$ cat src/sv/lpfe_pkg.sv
`timescale 1ns / 1ps
// Shared types, codes and constants of the lane potential field evaluator.
// Used by the controller, the datapath, the top level and the checker.
package lpfe_pkg;

	localparam int LPFE_MAX_POINTS = 64;
	localparam int LPFE_FRAC_BITS  = 16;
	localparam int GAIN_FRAC_BITS  = 16;

	localparam int IN_DATA_W  = 96;
	localparam int IN_USER_W  = 2;
	localparam int OUT_DATA_W = 48;
	localparam int OUT_USER_W = 2;
	localparam int CFG_ADDR_W = 2;
	localparam int CFG_DATA_W = 32;

	localparam logic [47:0] POT_MAX = 48'hFFFF_FFFF_FFFF;

	localparam logic [31:0] ATTRACT_GAIN_RST = 32'd65536;
	localparam logic [31:0] REPEL_GAIN_RST   = 32'd65536;
	localparam logic [30:0] REPEL_RANGE_RST  = 31'd32768;

	typedef enum logic [1:0] {
		REQ_CLEAR  = 2'd0,
		REQ_LOAD_L = 2'd1,
		REQ_LOAD_R = 2'd2,
		REQ_QUERY  = 2'd3
	} lpfe_req_t;

	typedef enum logic [1:0] {
		ST_OK   = 2'd0,
		ST_FULL = 2'd1,
		ST_SAT  = 2'd2
	} lpfe_status_t;

	typedef enum logic [1:0] {
		CFG_ATTRACT_GAIN = 2'd0,
		CFG_REPEL_GAIN   = 2'd1,
		CFG_REPEL_RANGE  = 2'd2
	} lpfe_cfg_idx_t;

	typedef enum logic [4:0] {
		OP_NONE,
		OP_CLEAR,
		OP_LOAD,
		OP_LATCH,
		OP_MUL_LIM,
		OP_SET_LIM,
		OP_READ,
		OP_DIF_MID,
		OP_DIF_PT,
		OP_MUL_SQ,
		OP_ACC,
		OP_BEST,
		OP_CHK,
		OP_SQRT,
		OP_MUL_DEN,
		OP_DIV_INIT,
		OP_DIV,
		OP_MUL_U,
		OP_SET_V,
		OP_MUL_V,
		OP_ADD_TERM,
		OP_RES_Q
	} lpfe_op_t;

	typedef struct packed {
		lpfe_op_t   op;
		logic [1:0] part;
		logic [1:0] sh;
		logic       clr;
		logic       first;
		logic       attract;
		logic       right;
		logic       full;
	} lpfe_cmd_t;

	typedef struct packed {
		logic skip;
		logic bad;
	} lpfe_sts_t;

endpackage

$ cat src/sv/lpfe_ctrl.sv
`timescale 1ns / 1ps
// Controller of the lane potential field evaluator: handshakes, store counts
// and the sequence of datapath commands. Depends on lpfe_pkg.
module lpfe_ctrl #(
	parameter int MAX_LANE_POINTS = 64,
	parameter int COORD_FRAC_BITS = 16,
	localparam int AW = (MAX_LANE_POINTS > 1) ? $clog2(MAX_LANE_POINTS) : 1
) (
	input  logic                clk,
	input  logic                arst_n,
	input  logic                s_tvalid,
	output logic                s_tready,
	input  logic [1:0]          req,
	output logic                m_tvalid,
	input  logic                m_tready,
	output lpfe_pkg::lpfe_cmd_t cmd,
	output logic [AW-1:0]       addr,
	input  lpfe_pkg::lpfe_sts_t sts
);
	import lpfe_pkg::*;

	localparam int CW        = $clog2(MAX_LANE_POINTS + 1);
	localparam int DIV_STEPS = 31 + 2 * COORD_FRAC_BITS;
	localparam int SW        = $clog2(DIV_STEPS);

	typedef enum logic [21:0] {
		S_IDLE  = 22'h000001,
		S_QINIT = 22'h000002,
		S_QLIM  = 22'h000004,
		S_RD    = 22'h000008,
		S_DIF   = 22'h000010,
		S_SQ    = 22'h000020,
		S_AC    = 22'h000040,
		S_BEST  = 22'h000080,
		S_BNEXT = 22'h000100,
		S_CHK   = 22'h000200,
		S_SQRT  = 22'h000400,
		S_DTST  = 22'h000800,
		S_MDEN  = 22'h001000,
		S_DINI  = 22'h002000,
		S_DIV   = 22'h004000,
		S_UMUL  = 22'h008000,
		S_UAC   = 22'h010000,
		S_VSET  = 22'h020000,
		S_SMUL  = 22'h040000,
		S_SAC   = 22'h080000,
		S_SADD  = 22'h100000,
		S_FIN   = 22'h200000
	} state_t;

	state_t        state_q, state_nxt;
	logic [CW-1:0] lc_q, rc_q, idx_q, lc_nxt, rc_nxt, idx_nxt, n_pts;
	logic [SW-1:0] cnt_q, cnt_nxt;
	logic          right_q, right_nxt, attract_q, attract_nxt;
	logic          m_valid_q, out_free, accept, res_evt;

	assign out_free = !m_valid_q || m_tready;
	assign s_tready = (state_q == S_IDLE) && out_free;
	assign accept   = s_tvalid && s_tready;
	assign m_tvalid = m_valid_q;
	assign n_pts    = (lc_q < rc_q) ? lc_q : rc_q;

	always_comb begin
		state_nxt   = state_q;
		lc_nxt      = lc_q;
		rc_nxt      = rc_q;
		idx_nxt     = idx_q;
		cnt_nxt     = cnt_q;
		right_nxt   = right_q;
		attract_nxt = attract_q;
		res_evt     = 1'b0;
		addr        = idx_q[AW-1:0];
		cmd         = '0;
		cmd.op      = OP_NONE;
		cmd.attract = attract_q;
		cmd.right   = right_q;
		case (state_q)
			S_IDLE: begin
				cmd.right = (req == REQ_LOAD_R);
				if (accept) begin
					case (req)
						REQ_CLEAR: begin
							cmd.op  = OP_CLEAR;
							res_evt = 1'b1;
							lc_nxt  = '0;
							rc_nxt  = '0;
						end
						REQ_LOAD_L: begin
							cmd.op   = OP_LOAD;
							cmd.full = (lc_q == CW'(MAX_LANE_POINTS));
							addr     = lc_q[AW-1:0];
							res_evt  = 1'b1;
							if (!cmd.full) lc_nxt = lc_q + 1'b1;
						end
						REQ_LOAD_R: begin
							cmd.op   = OP_LOAD;
							cmd.full = (rc_q == CW'(MAX_LANE_POINTS));
							addr     = rc_q[AW-1:0];
							res_evt  = 1'b1;
							if (!cmd.full) rc_nxt = rc_q + 1'b1;
						end
						default: begin
							cmd.op    = OP_LATCH;
							state_nxt = S_QINIT;
						end
					endcase
				end
			end
			S_QINIT: begin
				cmd.op    = OP_MUL_LIM;
				state_nxt = S_QLIM;
			end
			S_QLIM: begin
				cmd.op      = OP_SET_LIM;
				idx_nxt     = '0;
				right_nxt   = 1'b0;
				attract_nxt = (n_pts != '0);
				state_nxt   = (n_pts != '0) ? S_RD : S_BNEXT;
			end
			S_RD: begin
				cmd.op    = OP_READ;
				state_nxt = S_DIF;
			end
			S_DIF: begin
				cmd.op    = attract_q ? OP_DIF_MID : OP_DIF_PT;
				cnt_nxt   = '0;
				state_nxt = S_SQ;
			end
			S_SQ: begin
				cmd.op    = OP_MUL_SQ;
				cmd.part  = cnt_q[1:0];
				state_nxt = S_AC;
			end
			S_AC: begin
				cmd.op  = OP_ACC;
				cmd.clr = (cnt_q == '0);
				if (cnt_q == SW'(2)) begin
					state_nxt = attract_q ? S_BEST : S_CHK;
				end else begin
					cnt_nxt   = cnt_q + 1'b1;
					state_nxt = S_SQ;
				end
			end
			S_BEST: begin
				cmd.op    = OP_BEST;
				cmd.first = (idx_q == '0);
				if ((idx_q + 1'b1) < n_pts) begin
					idx_nxt   = idx_q + 1'b1;
					state_nxt = S_RD;
				end else begin
					state_nxt = S_VSET;
				end
			end
			S_BNEXT: begin
				if (!right_q && idx_q < lc_q) begin
					state_nxt = S_RD;
				end else if (!right_q) begin
					right_nxt = 1'b1;
					idx_nxt   = '0;
				end else if (idx_q < rc_q) begin
					state_nxt = S_RD;
				end else begin
					state_nxt = S_FIN;
				end
			end
			S_CHK: begin
				cmd.op  = OP_CHK;
				cnt_nxt = '0;
				if (sts.skip) begin
					idx_nxt   = idx_q + 1'b1;
					state_nxt = S_BNEXT;
				end else begin
					state_nxt = S_SQRT;
				end
			end
			S_SQRT: begin
				cmd.op = OP_SQRT;
				if (cnt_q == SW'(31)) state_nxt = S_DTST;
				else cnt_nxt = cnt_q + 1'b1;
			end
			S_DTST: begin
				if (sts.bad) begin
					idx_nxt   = idx_q + 1'b1;
					state_nxt = S_BNEXT;
				end else begin
					state_nxt = S_MDEN;
				end
			end
			S_MDEN: begin
				cmd.op    = OP_MUL_DEN;
				state_nxt = S_DINI;
			end
			S_DINI: begin
				cmd.op    = OP_DIV_INIT;
				cnt_nxt   = '0;
				state_nxt = S_DIV;
			end
			S_DIV: begin
				cmd.op = OP_DIV;
				if (cnt_q == SW'(DIV_STEPS - 1)) begin
					cnt_nxt   = '0;
					state_nxt = S_UMUL;
				end else begin
					cnt_nxt = cnt_q + 1'b1;
				end
			end
			S_UMUL: begin
				cmd.op    = OP_MUL_U;
				cmd.part  = cnt_q[1:0];
				state_nxt = S_UAC;
			end
			S_UAC: begin
				// Cross terms of the square land one word up, the high square two.
				cmd.op  = OP_ACC;
				cmd.clr = (cnt_q == '0);
				cmd.sh  = {cnt_q[1] & cnt_q[0], cnt_q[1] ^ cnt_q[0]};
				if (cnt_q == SW'(3)) begin
					state_nxt = S_VSET;
				end else begin
					cnt_nxt   = cnt_q + 1'b1;
					state_nxt = S_UMUL;
				end
			end
			S_VSET: begin
				cmd.op    = OP_SET_V;
				cnt_nxt   = '0;
				state_nxt = S_SMUL;
			end
			S_SMUL: begin
				cmd.op    = OP_MUL_V;
				cmd.part  = cnt_q[1:0];
				state_nxt = S_SAC;
			end
			S_SAC: begin
				cmd.op  = OP_ACC;
				cmd.clr = (cnt_q == '0);
				cmd.sh  = cnt_q[1:0];
				if (cnt_q == SW'(3)) begin
					state_nxt = S_SADD;
				end else begin
					cnt_nxt   = cnt_q + 1'b1;
					state_nxt = S_SMUL;
				end
			end
			S_SADD: begin
				cmd.op    = OP_ADD_TERM;
				state_nxt = S_BNEXT;
				if (attract_q) begin
					attract_nxt = 1'b0;
					right_nxt   = 1'b0;
					idx_nxt     = '0;
				end else begin
					idx_nxt = idx_q + 1'b1;
				end
			end
			S_FIN: begin
				if (out_free) begin
					cmd.op    = OP_RES_Q;
					res_evt   = 1'b1;
					state_nxt = S_IDLE;
				end
			end
			default: state_nxt = S_IDLE;
		endcase
	end

	always_ff @(posedge clk or negedge arst_n) begin
		if (!arst_n) begin
			state_q   <= S_IDLE;
			lc_q      <= '0;
			rc_q      <= '0;
			idx_q     <= '0;
			cnt_q     <= '0;
			right_q   <= 1'b0;
			attract_q <= 1'b0;
			m_valid_q <= 1'b0;
		end else begin
			state_q   <= state_nxt;
			lc_q      <= lc_nxt;
			rc_q      <= rc_nxt;
			idx_q     <= idx_nxt;
			cnt_q     <= cnt_nxt;
			right_q   <= right_nxt;
			attract_q <= attract_nxt;
			if (res_evt) m_valid_q <= 1'b1;
			else if (m_tready) m_valid_q <= 1'b0;
		end
	end

endmodule

$ cat config.mk
export PLATFORM = sky130hd
export DESIGN_NAME = lpfe_ctrl
export DESIGN_NICKNAME = d
export VERILOG_FILES = /design/src/sv/lpfe_pkg.sv /design/src/sv/lpfe_ctrl.sv
export SDC_FILE = /design/constraint.sdc
export NUM_CORES = 1
export LEC_CHECK = 0
export BUFFER_PORTS_ARGS = -buffer_cell sky130_fd_sc_hd__buf_2
export CELL_PAD_IN_SITES_DETAIL_PLACEMENT = 1
export CELL_PAD_IN_SITES_GLOBAL_PLACEMENT = 2
export CORE_ASPECT_RATIO = 1.75
export CORE_MARGIN = 10
export CORE_UTILIZATION = 38
export CTS_CLUSTER_DIAMETER = 40
export CTS_CLUSTER_SIZE = 14
export DETAILED_ROUTE_END_ITERATION = 8
export HOLD_SLACK_MARGIN = 0.08
export PLACE_DENSITY_LB_ADDON = 0.1
export SLEW_MARGIN = 20
export SYNTH_ARGS = -nofsm -noshare
export SYNTH_HDL_FRONTEND = slang
export SYNTH_SLANG_ARGS = --single-unit
$ cat constraint.sdc
create_clock -name clk -period 4.5 [get_ports clk]
set_input_delay 0.225 -clock clk [delete_from_list [all_inputs] [get_ports clk]]
set_output_delay 0.225 -clock clk [all_outputs]
set_load 0.01 [all_outputs]
Yosys cells after proc, flatten, opt, wreduce, memory -nomap -nowiden
Cells that the tools add are included.
{"block": "totals", "register_bits": 52, "input_bits": 8, "output_inout_bits": 22, "elab_cells": 153}
{"block": "op_classes", "add_sub_neg": 4, "magnitude_cmp": 4, "n_eq_ne": 47, "mux": 59, "bitwise_logic": 2, "n_reduce_logical": 29}
{"cell": "$pmux 22 s22", "count": 1}
{"cell": "$mux 22", "count": 8}
{"cell": "$pmux 5 s18", "count": 1}
{"cell": "$mux 7", "count": 9}
{"cell": "$pmux 7 s6", "count": 1}
{"cell": "$mux 18", "count": 2}
{"cell": "$mux 6", "count": 6}
{"cell": "$ne 2x2->1 const B", "count": 16}
{"cell": "$pmux 6 s5", "count": 1}
{"cell": "$lt 7x7->1", "count": 4}
{"cell": "$pmux 7 s2", "count": 2}
{"cell": "$eq 22x1->1 const B", "count": 1}
{"cell": "$eq 22x10->1 const B", "count": 1}
{"cell": "$eq 22x11->1 const B", "count": 1}
{"cell": "$eq 22x12->1 const B", "count": 1}
{"cell": "$eq 22x13->1 const B", "count": 1}
{"cell": "$eq 22x14->1 const B", "count": 1}
{"cell": "$eq 22x15->1 const B", "count": 1}
{"cell": "$eq 22x16->1 const B", "count": 1}
{"cell": "$eq 22x17->1 const B", "count": 1}
{"cell": "$eq 22x18->1 const B", "count": 1}
{"cell": "$eq 22x19->1 const B", "count": 1}
{"cell": "$eq 22x2->1 const B", "count": 1}
{"cell": "$eq 22x20->1 const B", "count": 1}
{"cell": "50 further kinds", "count": 81}

Logic depth before layout (Yosys ltp)
Gate-level depths: netlist of run 1.
{"block": "depth", "ltp_word": 7, "mapped_depth": 18}

Least setup slack after synthesis of run 1
Ideal clock, no wire load.
{"block": "synth_timing", "path_type": "register to register", "from": "register rc_q[2]", "to": "register idx_q[2]", "setup_ps": 104, "arrival_ps": 3626, "t_required_ps": 4396, "path_slack_ps": 771, "path_stages_with_launch": 19, "synth_period_minus_slack_ps": 3729, "path_cell_list": "dfrtp_1 inv_1 ha_1 a21o_1 a31oi_1 o21ai_0 a21oi_1 clkbuf_1 nor2_1 a21oi_1 ha_1 and3_1 o21ai_0 o211ai_1 a31oi_1 nor2_1 or2_1 buf_6 o41ai_2"}
{"block": "synth_via", "elab_chain_cells": 5}
{"item": "start, declared", "line_no": "lpfe_ctrl.sv:52", "text": "logic [CW-1:0] lc_q, rc_q, idx_q, lc_nxt, rc_nxt, idx_nxt, n_pts;"}
{"item": "start signal, assigned", "line_no": "lpfe_ctrl.sv:280", "text": "rc_q <= rc_nxt;"}
{"item": "$lt 7x7->1", "line_no": "lpfe_ctrl.sv:61", "text": "assign n_pts = (lc_q < rc_q) ? lc_q : rc_q;"}
{"item": "$mux 7 *", "line_no": "lpfe_ctrl.sv:61"}
{"item": "$lt 7x7->1 *", "line_no": "lpfe_ctrl.sv:147", "text": "if ((idx_q + 1'b1) < n_pts) begin"}
{"item": "$ne 2x2->1 (no line) *"}
{"item": "$reduce_and 6->1 (no line) *"}
{"item": "end signal, assigned", "line_no": "lpfe_ctrl.sv:281", "text": "idx_q <= idx_nxt;"}
{"item": "end, declared", "line_no": "lpfe_ctrl.sv:52"}
Every way passes the cells marked *; elsewhere a longest branch is shown, timed or not.
A chain may end at the register's enable or synchronous reset.

Final worst setup path of run 1
Ends and elaborated chain as after synthesis.

==> key figures, run 1 <==
Status
  – Result of the run: finished, final reports clean

Synthesis
  – Yosys warning total: 0
  – Net count after synthesis: 570
  – Netlist area before placement: around 4400 µm²
  – Area share of the largest cell type after synthesis: slightly below 30%
  – Cell types occupying the most area after synthesis: sky130_fd_sc_hd__dfrtp_1, sky130_fd_sc_hd__ha_1, sky130_fd_sc_hd__nor2_1
  – FFs w/ async S/R, synth: 100%
  – Largest family of logic cells by synthesized area: simple AND/OR/NAND/NOR gates
  – Fraction of synthesized area in multiplexers: under 10%
  – Share of synthesized cell area in and, or, nand and nor gates: between 30 and 40%
  – Biggest area consumer among synthesized cells: sky130_fd_sc_hd__dfrtp_1
  – Portion of the post-synthesis area used by sequential elements: 29.4%
  – Syn_area_per_cell: approximately 8.4 µm²
  – Number of flip-flops and latches in the synthesized netlist: 52
  – Number of standard cells after synthesis: roughly 530
  – Post-synth top cells: sky130_fd_sc_hd__dfrtp_1, sky130_fd_sc_hd__nor2_1, sky130_fd_sc_hd__nand2_1
  – Top_reg_cell synth: sky130_fd_sc_hd__dfrtp_1
  – Area fraction in compound gates after synthesis: around a fifth
  – Number of library cell types mapped by synthesis: 62
  – Fraction of the mapped netlist area in adder cells: 10.5%
  – Most common cell in the synthesized netlist: sky130_fd_sc_hd__dfrtp_1
  – Number of synthesized flops with an enable pin: 0
  – Fraction of synthesized cell area in xor and xnor cells: roughly 2.6%

Global routing
  – Via count of the first global-routing pass: 4726
  – Wire length of the first global-routing pass: ~26 mm
  – GR Util All Layers: between 20% and 30%
  – Pin count of the biggest net entering global routing: 53
  – Antenna violations before repair: 0
  – Overflow left after global routing: 0

Timing
  – Sum Neg Setup Slack: 0 ns
  – Smallest hold slack: 0.0448 ns
  – Achievable frequency: 0.252 GHz
  – Final hold violation count: 0
  – Shortest period the worst path allows: around 4 ns
  – Final worst clock skew: about 0.0085 ns
  – Final period utilization: between 80% and 90%
  – Final max-slew violation count: 0
  – Unrepaired setup endpoints after global routing: false
  – Final count of negative-setup-slack endpoints: 0
  – Remaining max-slew budget at the tightest pin: between 30 and 40%
  – Worst Max-Slew Pin Slew: between 0.9 and 1 ns

Critical path
  – Worst setup EP type: flip-flop
  – Flop2flop setup slack: between 0.5 and 0.6 ns
  – Worst setup startpoint: rc_q[2]
  – Largest fanout on the critical path: 14
  – Worst reg2reg path endpoint: idx_q[2]
  – Data arrival at the endpoint of the critical path: around 4.2 ns
  – Startpoint type of the worst setup path: flip-flop
  – Source of the worst register-to-register timing path: rc_q[2]
  – Critical path required time: between 4 and 5 ns
  – Critical path start-end classification: reg -> reg
  – R2R depth: 17

Detailed routing
  – DR WL met2: a little under 10 mm
  – Post-DRT Antenna Nets: 0
  – Highest routed layer: met4
  – Routed wirelength normalized by instance count: roughly 24 µm
  – Routed via count: approximately 4300
  – Met3 WL post-DR: between 300 and 400 µm
  – Total iterations of the first detailed-routing run: 4
  – Final WL: ~17 mm
  – Vias per Instance: 6.19
  – Number of remaining DRC errors: 0
  – Violation count after the first detailed-routing iteration: ~160
  – Met1 Routed Length: around 5.7 mm

Power
  – Clk network pwr share: 16.1%
  – Cell-internal power: about 1.3 mW
  – Logic gate share of total power: a little under three fifths
  – Switching share of total power: roughly 47%
  – Power per unit of standard cell area: 491 nW/µm²
  – VDD IR-drop max: 0.000433 V
  – Sw Pwr: 1.14 mW
  – Part of the total power dissipated in sequential elements: ~28%
  – Leakage component of the power: between 2 and 2.5 nW

Clock tree
  – Number of gates resized after cts: 0
  – Clock-pin slew on the worst setup and hold paths: 0.07 ns
  – Root Buffer: sky130_fd_sc_hd__clkbuf_16
  – H-tree depth: 2
  – Insertion delay of the later-clocked pin in the worst-skew pair: ~0.3 ns
  – Clock buffers created by TritonCTS: 5
  – Clock tree from TritonCTS: done
  – TritonCTS Sinks: 52
  – Number of buffers on the longest clock path: 2
  – Setup Fix Bufs, Post-CTS: 0
  – Number of hold buffers added after CTS: 0

Floorplanning
  – Total die area: between 15000 and 20000 µm²
  – Core Box Area: approximately 12000 µm²
  – Row cnt: 52
  – Die X-Extent: approximately 100 µm
  – Die H: 163 µm
  – Boundary pin count: 30
  – Initial Utilization: about 38%

Placed design
  – Routability-driven placement congestion ratio: 0.914
  – Port buffer count: 29
  – DP HPWL: 13.5 mm

Cells and area
  – Diodes inserted: 0
  – Layout cells sized above 1: between 10% and 20%
  – Layout overhead on the synthesized area: 11.0%
  – Layout filler cell count: 1380
  – Fin nets: approximately 610

Flow run
  – Max cap viols: 0

Hold path
  – Worst min-delay path class: in -> async
-- per-stage QoR --
step	cell area (µm²)	worst slack, ns	util, %	std cells	total power, mW
2_1_floorplan	4430	0.771	-	525	1.53
3_3_place_gp	4770	0.716	41.4	688	1.99
3_5_place_dp	4770	0.517	41.4	688	2.03
4_1_cts	4910	0.528	42.6	696	2.43
5_1_grt	4910	0.147	42.7	697	2.62
6_report	4910	0.526	42.7	697	2.41
-- worst max-delay path by stage --
stage / endpoint / slack (ns) / cells past startpoint
4_1_cts: idx_q[0] / 0.53 / 17
6_report: idx_q[2] / 0.53 / 17
3_3_place_gp: idx_q[2] / 0.72 / 17
3_5_place_dp: idx_q[0] / 0.52 / 17
5_1_grt: idx_q[0] / 0.15 / 17
2_1_floorplan: idx_q[2] / 0.77 / 18
-- kinds of logic after synthesis --
logic type                 count (synthesis)
adders and majority gates                 37
muxes                                      5
AOI/OAI and AO/OA                        132
and+or+nand+nor                          240
xor gates and xnor gates                  13
DFF                                       52
buffers and inverters                     46
-- registers in the layout, indices dropped and copies added (netlist names) --
register,flops
lc_q,7
m_tvalid,1
rc_q,7
state_q,22
right_q,1
idx_q,7
attract_q,1
cnt_q,6
-- routing by layer --
layer	vias up	GRT usage [%]
met5	-	0
met4	0	11.8
met3	41	1.78
met2	80	41.1
met1	2167	19.2
li1	2026	-
-- cell type report --
class / count / area, µm² / share of cell area (%)
tap: 135 / 169 / 3.44
sequential: 52 / 1300 / 26.5
clock inverter: 1 / 8.76 / 0.178
inverter: 30 / 113 / 2.29
clock buffer: 7 / 133 / 2.70
multi-input combinational: 427 / 2930 / 59.5
timing repair buffer: 45 / 263 / 5.35
-- critical path, stage by stage, from the launching register on --
cell and delay, ns:
sky130_fd_sc_hd__dfrtp_1 0.44, sky130_fd_sc_hd__inv_1 0.13, sky130_fd_sc_hd__ha_1 0.31, sky130_fd_sc_hd__a21o_1 0.18, sky130_fd_sc_hd__a31oi_1 0.24, sky130_fd_sc_hd__o21ai_0 0.15
sky130_fd_sc_hd__a21oi_1 0.17, sky130_fd_sc_hd__buf_4 0.22, sky130_fd_sc_hd__nor2_1 0.06, sky130_fd_sc_hd__a21oi_1 0.15, sky130_fd_sc_hd__ha_1 0.26, sky130_fd_sc_hd__and4_1 0.21
sky130_fd_sc_hd__a21oi_1 0.13, sky130_fd_sc_hd__o211ai_1 0.11, sky130_fd_sc_hd__a31oi_1 0.29, sky130_fd_sc_hd__nor2_1 0.18, sky130_fd_sc_hd__or2_1 0.36, sky130_fd_sc_hd__o41ai_2 0.30
-- cell usage in the layout (no fill, tap or decap), drive strengths merged, types with 5 or more instances in the layout --
cell,Yosys,routed
or3,11,11
o31ai,15,15
or2,8,8
dfrtp,51,51
nor2b,8,8
or4,5,5
nor4,24,24
nor2,42,42
a21o,18,18
nand3,27,27
a22oi,6,6
a21oi,29,29
nand2b,16,16
buf,6,44
nand2,41,41
inv,30,30
xnor2,9,9
o21ai,30,30
clkbuf,10,8
nor3,23,23
nand4,7,7
and3,8,8
ha,37,37
-- power groups by stage --
stage | combinational [mW] | sequential [mW] | clock (mW)
2_1_floorplan | 0.883 | 0.643 | 0
3_3_place_gp | 1.30 | 0.682 | 0
3_5_place_dp | 1.34 | 0.684 | 0
4_1_cts | 1.36 | 0.677 | 0.400
5_1_grt | 1.51 | 0.689 | 0.415
6_report | 1.35 | 0.678 | 0.390
Power figures use the tool's default switching activity.
==> run 2, diff against run 1 <==
--- a/config.mk
+++ b/config.mk
@@ -5,7 +5,7 @@
 export SDC_FILE = /design/constraint.sdc
 export NUM_CORES = 1
 export LEC_CHECK = 0
-export BUFFER_PORTS_ARGS = -buffer_cell sky130_fd_sc_hd__buf_2
+export BUFFER_PORTS_ARGS = -buffer_cell sky130_fd_sc_hd__clkbuf_2
 export CELL_PAD_IN_SITES_DETAIL_PLACEMENT = 1
 export CELL_PAD_IN_SITES_GLOBAL_PLACEMENT = 2
 export CORE_ASPECT_RATIO = 1.75
==> run 2 against run 1 <==
Compared with the run above:
- core utilization barely moved
- setup slack got worse by 0.14 ns
- register-to-register slack got worse by 0.14 ns
- flip-flop and latch count stayed put
- via count down 0.95%
- non-clock buffer count is 1 lower
- maximum frequency down 3.3%
- final cell count down 0.14%
- sequential power shrank 1%
- clock-buffer cell count fell by 2
- critical endpoint unchanged
- clock skew increased by 0.0024 ns
==> key figures, run 2 (synthesized netlist as in run 1, its figures left out) <==
Status
  – Result of the run: finished, final reports clean

Global routing
  – GR Util All Layers: approximately a fifth
  – Overflow left after global routing: 0
  – Pin count of the biggest net entering global routing: 53
  – Wire length of the first global-routing pass: 26.2 mm
  – Antenna violations before repair: 0
  – Via count of the first global-routing pass: 4691

Critical path
  – Critical path start-end classification: reg -> reg
  – Critical path required time: about 4.7 ns
  – Worst setup EP type: flip-flop
  – Startpoint type of the worst setup path: flip-flop
  – Data arrival at the endpoint of the critical path: roughly 4.3 ns
  – R2R depth: 17
  – Largest fanout on the critical path: 14

Cells and area
  – Layout filler cell count: ~1400
  – Commonest non-fill, non-tap cells in the layout: sky130_fd_sc_hd__dfrtp_1, sky130_fd_sc_hd__nor2_1, sky130_fd_sc_hd__nand2_1
  – Layout cells sized above 1: 13.9%
  – Layout overhead on the synthesized area: 11.0%
  – Max FFs per register: 22
  – Total non-filler cell area in the finished layout: 4910 µm²
  – Diodes inserted: 0
  – Final standard cell count with taps included and fillers excluded: about 700
  – Largest register by flop count: state_q
  – Most frequent standard cell in the layout excluding fill and tap cells: sky130_fd_sc_hd__dfrtp_1
  – Fin nets: 605

Placed design
  – Routability-driven placement congestion ratio: 0.905
  – Cell area after placement: 4760 µm²
  – Placed Instances: 687
  – Port buffer count: 29
  – DP HPWL: around 14 mm

Timing
  – Shortest period the worst path allows: 4.11 ns
  – Unrepaired setup endpoints after global routing: false
  – Achievable frequency: between 0.2 and 0.25 GHz
  – Sum Neg Setup Slack: 0 ns
  – Final hold violation count: 0
  – Remaining max-slew budget at the tightest pin: a little over a third
  – Final worst clock skew: ~0.011 ns
  – Worst Max-Slew Pin Slew: 0.942 ns
  – Final count of negative-setup-slack endpoints: 0
  – Final max-slew violation count: 0
  – Final period utilization: between 90% and 100%

Floorplanning
  – Die H: 163 µm
  – Boundary pin count: 30
  – Core Box Area: roughly 12000 µm²
  – Die X-Extent: about 100 µm
  – Row cnt: 52
  – Initial Utilization: around 38%
  – Total die area: around 17000 µm²

Clock tree
  – Clock-pin slew on the worst setup and hold paths: roughly 0.08 ns
  – H-tree depth: 2
  – Number of hold buffers added after CTS: 0
  – Insertion delay of the later-clocked pin in the worst-skew pair: ~0.3 ns
  – TritonCTS Sinks: 52
  – Setup Fix Bufs, Post-CTS: 0
  – Root Buffer: sky130_fd_sc_hd__clkbuf_16
  – Clock tree from TritonCTS: done
  – Clock buffers created by TritonCTS: 5
  – Number of gates resized after cts: 0
  – Number of buffers on the longest clock path: 2

Detailed routing
  – Post-DRT Antenna Nets: 0
  – Number of remaining DRC errors: 0
  – Violation count after the first detailed-routing iteration: 143
  – Vias per Instance: between 6 and 7
  – Total iterations of the first detailed-routing run: 4
  – Final WL: between 15 and 20 mm
  – Routed wirelength normalized by instance count: between 20 and 25 µm
  – Routed via count: 4273

Flow run
  – Max cap viols: 0

Power
  – Power per unit of standard cell area: a little under 500 nW/µm²
  – VDD IR-drop max: ~0.00052 V
  – Leakage component of the power: 2.20 nW
  – Final total power: 2.44 mW

Hold path
  – Worst min-delay path class: in -> async
## run 2: stage by stage
step / utilization, % / hold slack, ns / worst slack [ns]
floorplan: - / -0.0706 / 0.771
global placement: 41.3 / 0.412 / 0.712
detailed placement: 41.3 / 0.416 / 0.453
CTS: 42.6 / 0.0939 / 0.417
global route: 42.6 / 0.0988 / 0.132
finish: 42.6 / 0.0419 / 0.389
## run 2: worst max-delay path, cell delays in order (launching register included)
cell	delay [ns]
sky130_fd_sc_hd__dfrtp_1	0.46
sky130_fd_sc_hd__inv_1	0.13
sky130_fd_sc_hd__ha_1	0.31
sky130_fd_sc_hd__a21o_1	0.18
sky130_fd_sc_hd__a31oi_1	0.26
sky130_fd_sc_hd__o21ai_0	0.15
sky130_fd_sc_hd__a21oi_1	0.16
sky130_fd_sc_hd__buf_4	0.22
sky130_fd_sc_hd__nor2_1	0.06
sky130_fd_sc_hd__a21oi_1	0.15
sky130_fd_sc_hd__ha_1	0.28
sky130_fd_sc_hd__and3_1	0.19
sky130_fd_sc_hd__o21ai_0	0.20
sky130_fd_sc_hd__o211ai_1	0.12
sky130_fd_sc_hd__a31oi_1	0.30
sky130_fd_sc_hd__nor2_1	0.18
sky130_fd_sc_hd__or2_1	0.36
sky130_fd_sc_hd__o41ai_2	0.30
## run 2: worst paths after layout
check	to	startpoint	slack (ns)
worst min register to register	rc_q[6]	rc_q[6]	0.49
worst min-delay path	state_q[2]	arst_n	0.04
max in group asynchronous	state_q[7]	arst_n	3.96
worst max register to register	idx_q[2]	rc_q[2]	0.39
min in group clk	state_q[12]	sts[0]	0.12
worst max-delay path	idx_q[2]	rc_q[2]	0.39
## run 2: layout make-up
cell class	count	area (µm²)	area share [%]
Multi-Input combinational cell	427	2930	59.6
Sequential cell	52	1300	26.5
Timing Repair Buffer	44	255	5.20
Tap cell	135	169	3.44
Clock buffer	5	125	2.55
Inverter	30	113	2.29
Clock inverter	3	21.3	0.433
## run 2: where the power goes
part,internal [mW],switching [mW]
Sequential,0.545,0.126
Combinational,0.527,0.846
Clock,0.208,0.191
Total,1.28,1.16
## run 2: metal layers
metal | track usage, % | vias up | routed length (µm)
li1 | - | 2025 | -
met5 | 0 | - | 0
met1 | 19.2 | 2133 | 5890
met4 | 10.5 | 0 | 830
met2 | 41.4 | 76 | 9800
met3 | 1.57 | 39 | 251
